[config.mk]
export PLATFORM = sky130hd
export DESIGN_NAME = idcm_div
export DESIGN_NICKNAME = d
export VERILOG_FILES = /design/src/hw/rtl/idcm_pkg.sv /design/src/hw/rtl/idcm_div.sv
export SDC_FILE = /design/constraint.sdc
export NUM_CORES = 1
export LEC_CHECK = 0
export ABC_CLOCK_PERIOD_IN_PS = 2800
export BUFFER_PORTS_ARGS = -buffer_cell sky130_fd_sc_hd__buf_4
export CORE_ASPECT_RATIO = 1.1
export CORE_MARGIN = 1.5
export CORE_UTILIZATION = 45
export DETAILED_ROUTE_END_ITERATION = 6
export PLACE_DENSITY = 0.67
export SLEW_MARGIN = 20
export SYNTH_ARGS = -nofsm -noshare
export SYNTH_HDL_FRONTEND = slang
export SYNTH_SLANG_ARGS = --single-unit
[constraint.sdc]
create_clock -name clk -period 2.8 [get_ports clk]
set_input_delay 0.14 -clock clk [delete_from_list [all_inputs] [get_ports clk]]
set_output_delay 0.14 -clock clk [all_outputs]
set_load 0.05 [all_outputs]
[src/hw/rtl/idcm_pkg.sv]
`default_nettype none
// ----------------------------------------------------------------------------
// idcm_pkg: shared types and constants
// Constants, kind codes and color modes for the inverse distance color map.
// ----------------------------------------------------------------------------
package idcm_pkg;
    localparam int MaxPoints   = 128;
    localparam int AddrW       = $clog2(MaxPoints);
    localparam int CountW      = $clog2(MaxPoints + 1);
    localparam int WeightShift = 37;

    typedef enum logic [1:0] {
        KIND_CLEAR = 2'd0,
        KIND_LOAD  = 2'd1,
        KIND_QUERY = 2'd2,
        KIND_NONE  = 2'd3
    } kind_t;

    localparam logic [1:0] MODE_BLACK = 2'd0;
    localparam logic [1:0] MODE_RB    = 2'd1;
    localparam logic [1:0] MODE_RGB   = 2'd2;
    localparam logic [1:0] MODE_GRAY  = 2'd3;

    typedef struct packed {
        logic [1:0]         kind;
        logic signed [15:0] pos_x;
        logic signed [15:0] pos_y;
        logic signed [15:0] sample_value;
    } in_item_t;

    typedef struct packed {
        logic signed [15:0] interp_value;
        logic [7:0]         red;
        logic [7:0]         green;
        logic [7:0]         blue;
        logic               store_empty;
    } out_item_t;

    // unsigned divider request and reply
    typedef struct packed {
        logic        start;
        logic [63:0] num;
        logic [63:0] den;
    } div_req_t;

    typedef struct packed {
        logic        done;
        logic [63:0] quo;
    } div_rsp_t;
endpackage
`default_nettype wire

[src/hw/rtl/idcm_div.sv]
`default_nettype none
// ----------------------------------------------------------------------------
// idcm_div: radix-2 restoring divider
// Unsigned 64 by 64 bit division, one quotient bit per cycle.
// ----------------------------------------------------------------------------
module idcm_div (
    input  wire logic              clk,
    input  wire logic              rst_n,
    input  wire idcm_pkg::div_req_t req,
    output idcm_pkg::div_rsp_t     rsp
);
    import idcm_pkg::*;

    logic [63:0] rem_reg, quo_reg, den_reg;
    logic [6:0]  cnt_reg;
    logic        busy_reg, done_reg;
    logic [64:0] trial;
    logic [64:0] shifted;

    assign shifted = {rem_reg, quo_reg[63]};
    assign trial   = shifted - {1'b0, den_reg};

    always_ff @(posedge clk or negedge rst_n)
    begin
        if (!rst_n)
        begin
            busy_reg <= 1'b0;
            done_reg <= 1'b0;
            cnt_reg  <= '0;
        end
        else
        begin
            done_reg <= 1'b0;
            if (req.start)
            begin
                busy_reg <= 1'b1;
                cnt_reg  <= 7'd64;
            end
            else if (busy_reg)
            begin
                cnt_reg <= cnt_reg - 7'd1;
                if (cnt_reg == 7'd1)
                begin
                    busy_reg <= 1'b0;
                    done_reg <= 1'b1;
                end
            end
        end
    end

    always_ff @(posedge clk)
    begin
        if (req.start)
        begin
            rem_reg <= '0;
            quo_reg <= req.num;
            den_reg <= req.den;
        end
        else if (busy_reg)
        begin
            if (!trial[64])
            begin
                rem_reg <= trial[63:0];
                quo_reg <= {quo_reg[62:0], 1'b1};
            end
            else
            begin
                rem_reg <= shifted[63:0];
                quo_reg <= {quo_reg[62:0], 1'b0};
            end
        end
    end

    assign rsp.done = done_reg;
    assign rsp.quo  = quo_reg;
endmodule
`default_nettype wire

==> run metrics <==
Comb pwr share=48.1%; Synth Area in XOR/XNOR=4.52%; P_int=a little under 9 mW; crit-path leading delay family=compound AO/OA/AOI/OAI gates; Worst Hold Path EP=cnt_reg[6]$_DFFE_PN0P_; Cells after Synth=1,231; DRT Wirelength=between 30,000 and 40,000 um; first-pass GRT wire length=59,300 um; Crit path required time=3.23 ns; Yosys Warn Count=0; RD Place Congestion=0.883; share of cells above drive strength 1=a little under two fifths; setup repair after global routing missed its margin=yes; mux share of post-synthesis cell area=under 10%; Area Overhead vs Synth=55.5%; Final Skew=between 0.02 and 0.03 ns; initial antenna violation count=1; hold wc startpoint=req[128]; Worst setup EP type=flop; post-synthesis compound-gate area fraction=17.3%; Synth Area in Simple Gates=between 10% and 20%; Crit Reg-Reg Startpoint=den_reg[0]$_DFFE_PP_; DRT Pass-1 Iters=5; crit share post-route=123%; Root Buffer Master=clkbuf_16; H-Tree Depth=1; GR Overflow Total=0; CTS buffer count=24; Max Cap Violations=0; Clk Latency, worst-skew pair=roughly 0.54 ns; CP startpoint kind=flop; die span in y=between 150 and 200 um; CTS clk-pin slew, worst paths=around 0.06 ns; die outline width=between 150 and 200 um; IO Port Bufs=slightly below 200; P_sw=5.09 mW; routed vias/inst=roughly 5.4; sequential area share after synthesis=approximately 45%; Slew @ Worst Pin=0.880 ns; Initial Utilization=45.7%; post-layout util=between 70% and 80%; post-synthesis adder-cell area fraction=between 7 and 8%; Fin Setup TNS=-36.55 ns; core region area=26,100 um2; setup ws final=-0.634 ns; largest fanout on the critical path=5; #FFs+latches synth=roughly 200; io pins=about 200; min-delay worst type=in2reg; Primary FF master, synth=edfxtp_1; Max Fclk=approximately 0.29 GHz; largest net degree at the start of global routing=about 120; wire per inst=~18 um; Synth cell types=77; DRC=0; power share of the clock group=roughly 23%; final-report max-slew violation count=0; cell depth of the worst flop-to-flop path=16; Post-synth EDFFs=roughly 130; worst stage delay on the critical path=roughly 0.42 ns; Reg-to-Reg End=rem_reg[26]$_SDFFE_PP0P_; filler cell count=1,862; outcome=finished, violations left; commonest non-fill, non-tap cell in the layout=buf_4; clk sinks=around 200; sw frac=between 30% and 40%; minimum clock period=3.43 ns; Setup Crit Path Kind=reg2reg; die footprint=27,600 um2; Power per Cell Area=744 nW/um2; hpwl dp=~23,000 um; Crit path buffers/inverters=3; Syn Area/Cell=9.71 um2; tightest slew margin relative to the limit=41.3%; number of global-route vias before repair=~12,000; clk buf depth=3; Rows=62; Arr. time, crit path=3.86 ns; # diodes=0; mapped cell area=12,000 um2; Worst IR Drop VDD=~0.00054 V; largest family of logic cells by synthesized area=compound AO/OA/AOI/OAI gates; Slowest-stage cell, CP=edfxtp_1; violated checks=negative setup slack; Setup-failing EPs final=65; LEAKAGE=approximately 8.3 nW; GRT Overall Usage=27.1%; synthesized net count=~1,400; asr flop ratio synth=~4.5%; via count=approximately 12,000; commonest cells after routing, fill and taps aside=435 x buf_4, 140 x nand2_1, 130 x dlygate4sd3_1; CTS tree=built; CP Cell Sequence=ha_4 -> fa_2 -> nand2b_4 -> a21oi_4 -> o221ai_4 -> nand3_2 -> o311ai_4 -> a21o_4 -> a21oi_4 -> a31oi_4 -> buf_12 -> xnor2_4 -> buf_12 -> clkbuf_16 -> a21oi_2 -> a211oi_1; setup slack on the worst flop-to-flop path=-0.63 ns; sequential power share=just under 30%; Final Hold Fails=0; initial drt markers=around 740; Hold Path Cell Cnt=3; antenna viol nets, final=0; final net count=around 2,000
[how the worst max path moves through the flow]
stage | from | to | slack [ns] | depth (start not counted)
finish | den_reg[0]$_DFFE_PP_ | rem_reg[26]$_SDFFE_PP0P_ | -0.63 | 16
global placement | quo_reg[63]$_DFFE_PP_ | rem_reg[42]$_SDFFE_PP0P_ | -0.56 | 16
global route | den_reg[0]$_DFFE_PP_ | rem_reg[26]$_SDFFE_PP0P_ | -0.76 | 16
CTS | den_reg[0]$_DFFE_PP_ | rem_reg[54]$_SDFFE_PP0P_ | -0.54 | 16
floorplan | quo_reg[63]$_DFFE_PP_ | rem_reg[33]$_SDFFE_PP0P_ | -0.54 | 16
detailed placement | quo_reg[63]$_DFFE_PP_ | rem_reg[24]$_SDFFE_PP0P_ | -0.73 | 16
[area by class of cell]
type                    instances  area (um2)  area share, %
clock buffers                  32         692           3.72
clock inverters                12         104          0.558
inverters                      86         323           1.74
multi-input cells             874        6560           35.3
flip-flops and latches        201        5350           28.8
well taps                     352         440           2.37
repair buffers                592        5130           27.6
[power by group through the flow]
stage | Combinational, mW | Sequential (mW) | Clock, mW
floorplan | 2.84 | 4.47 | 0
global placement | 5.34 | 4.02 | 0
detailed placement | 5.41 | 4.03 | 0
CTS | 6.16 | 3.99 | 3.17
global route | 7.14 | 4.07 | 3.33
finish | 6.66 | 4.02 | 3.16
[metrics by stage]
stage / cell area (um2) / hold WS (ns) / worst slack, ns / std cells / power [mW]
after CTS: 18100 / 0.197 / -0.539 / 2141 / 13.3
after global routing: 18600 / 0.245 / -0.756 / 2149 / 14.5
final: 18600 / 0.200 / -0.634 / 2149 / 13.8
after detailed placement: 15500 / -0.0302 / -0.729 / 1950 / 9.44
after global placement: 15500 / -0.0310 / -0.564 / 1950 / 9.36
after floorplan: 12000 / -0.156 / -0.537 / 1231 / 7.31
[synthesized netlist by cell type, types with 8 or more instances]
cell type,number,share of area [%]
a21o_1,31,1.9
nand2_1,166,5.2
nor2b_1,8,0.42
xnor2_1,37,2.7
nand2b_1,14,0.73
and3_1,9,0.47
o21ai_0,30,1.3
dfrtp_1,9,1.9
nor2_1,99,3.1
nand4_1,19,0.99
dfxtp_1,64,11
a211oi_1,14,0.88
xor2_1,21,1.5
buf_2,16,0.67
or3_1,9,0.47
o21ai_1,15,0.63
edfxtp_1,128,32
mux2_2,63,5.9
clkbuf_1,44,1.4
a311oi_1,50,3.7
nand3_1,26,1.1
inv_1,85,2.7
o21a_1,9,0.56
nor3_1,11,0.46
ha_1,66,6.9
a21oi_1,79,3.3
[tightest hold or removal path, cell delays in order]
cell and delay (ns):
buf_6 0.08, inv_1 0.31, nand2_1 0.15
[cell families after synthesis]
kind of cell / after synthesis
and+or+nand+nor: 388
DFF: 201
muxes: 65
xor gates and xnor gates: 60
adders and majority gates: 67
AOI/OAI and AO/OA: 294
buffers and inverters: 156
[repair_timing]
item / in CTS / in global routing
cloned: 6 / 5
resized for setup: 53 / 74
endpoints found under the setup margin: 65 / 65
hold buffers: 130 / 0
pin swaps: 35 / 52
endpoints found under the hold margin: 137 / 0
setup buffers: 11 / 4
[per-layer routing]
layer  global-route usage [%]  routed length (um)
met1                     30.4               14700
met2                     49.6               20100
met3                     5.53                2230
met4                     10.4                1390
met5                        0                   0
Power figures use the tool's default switching activity.
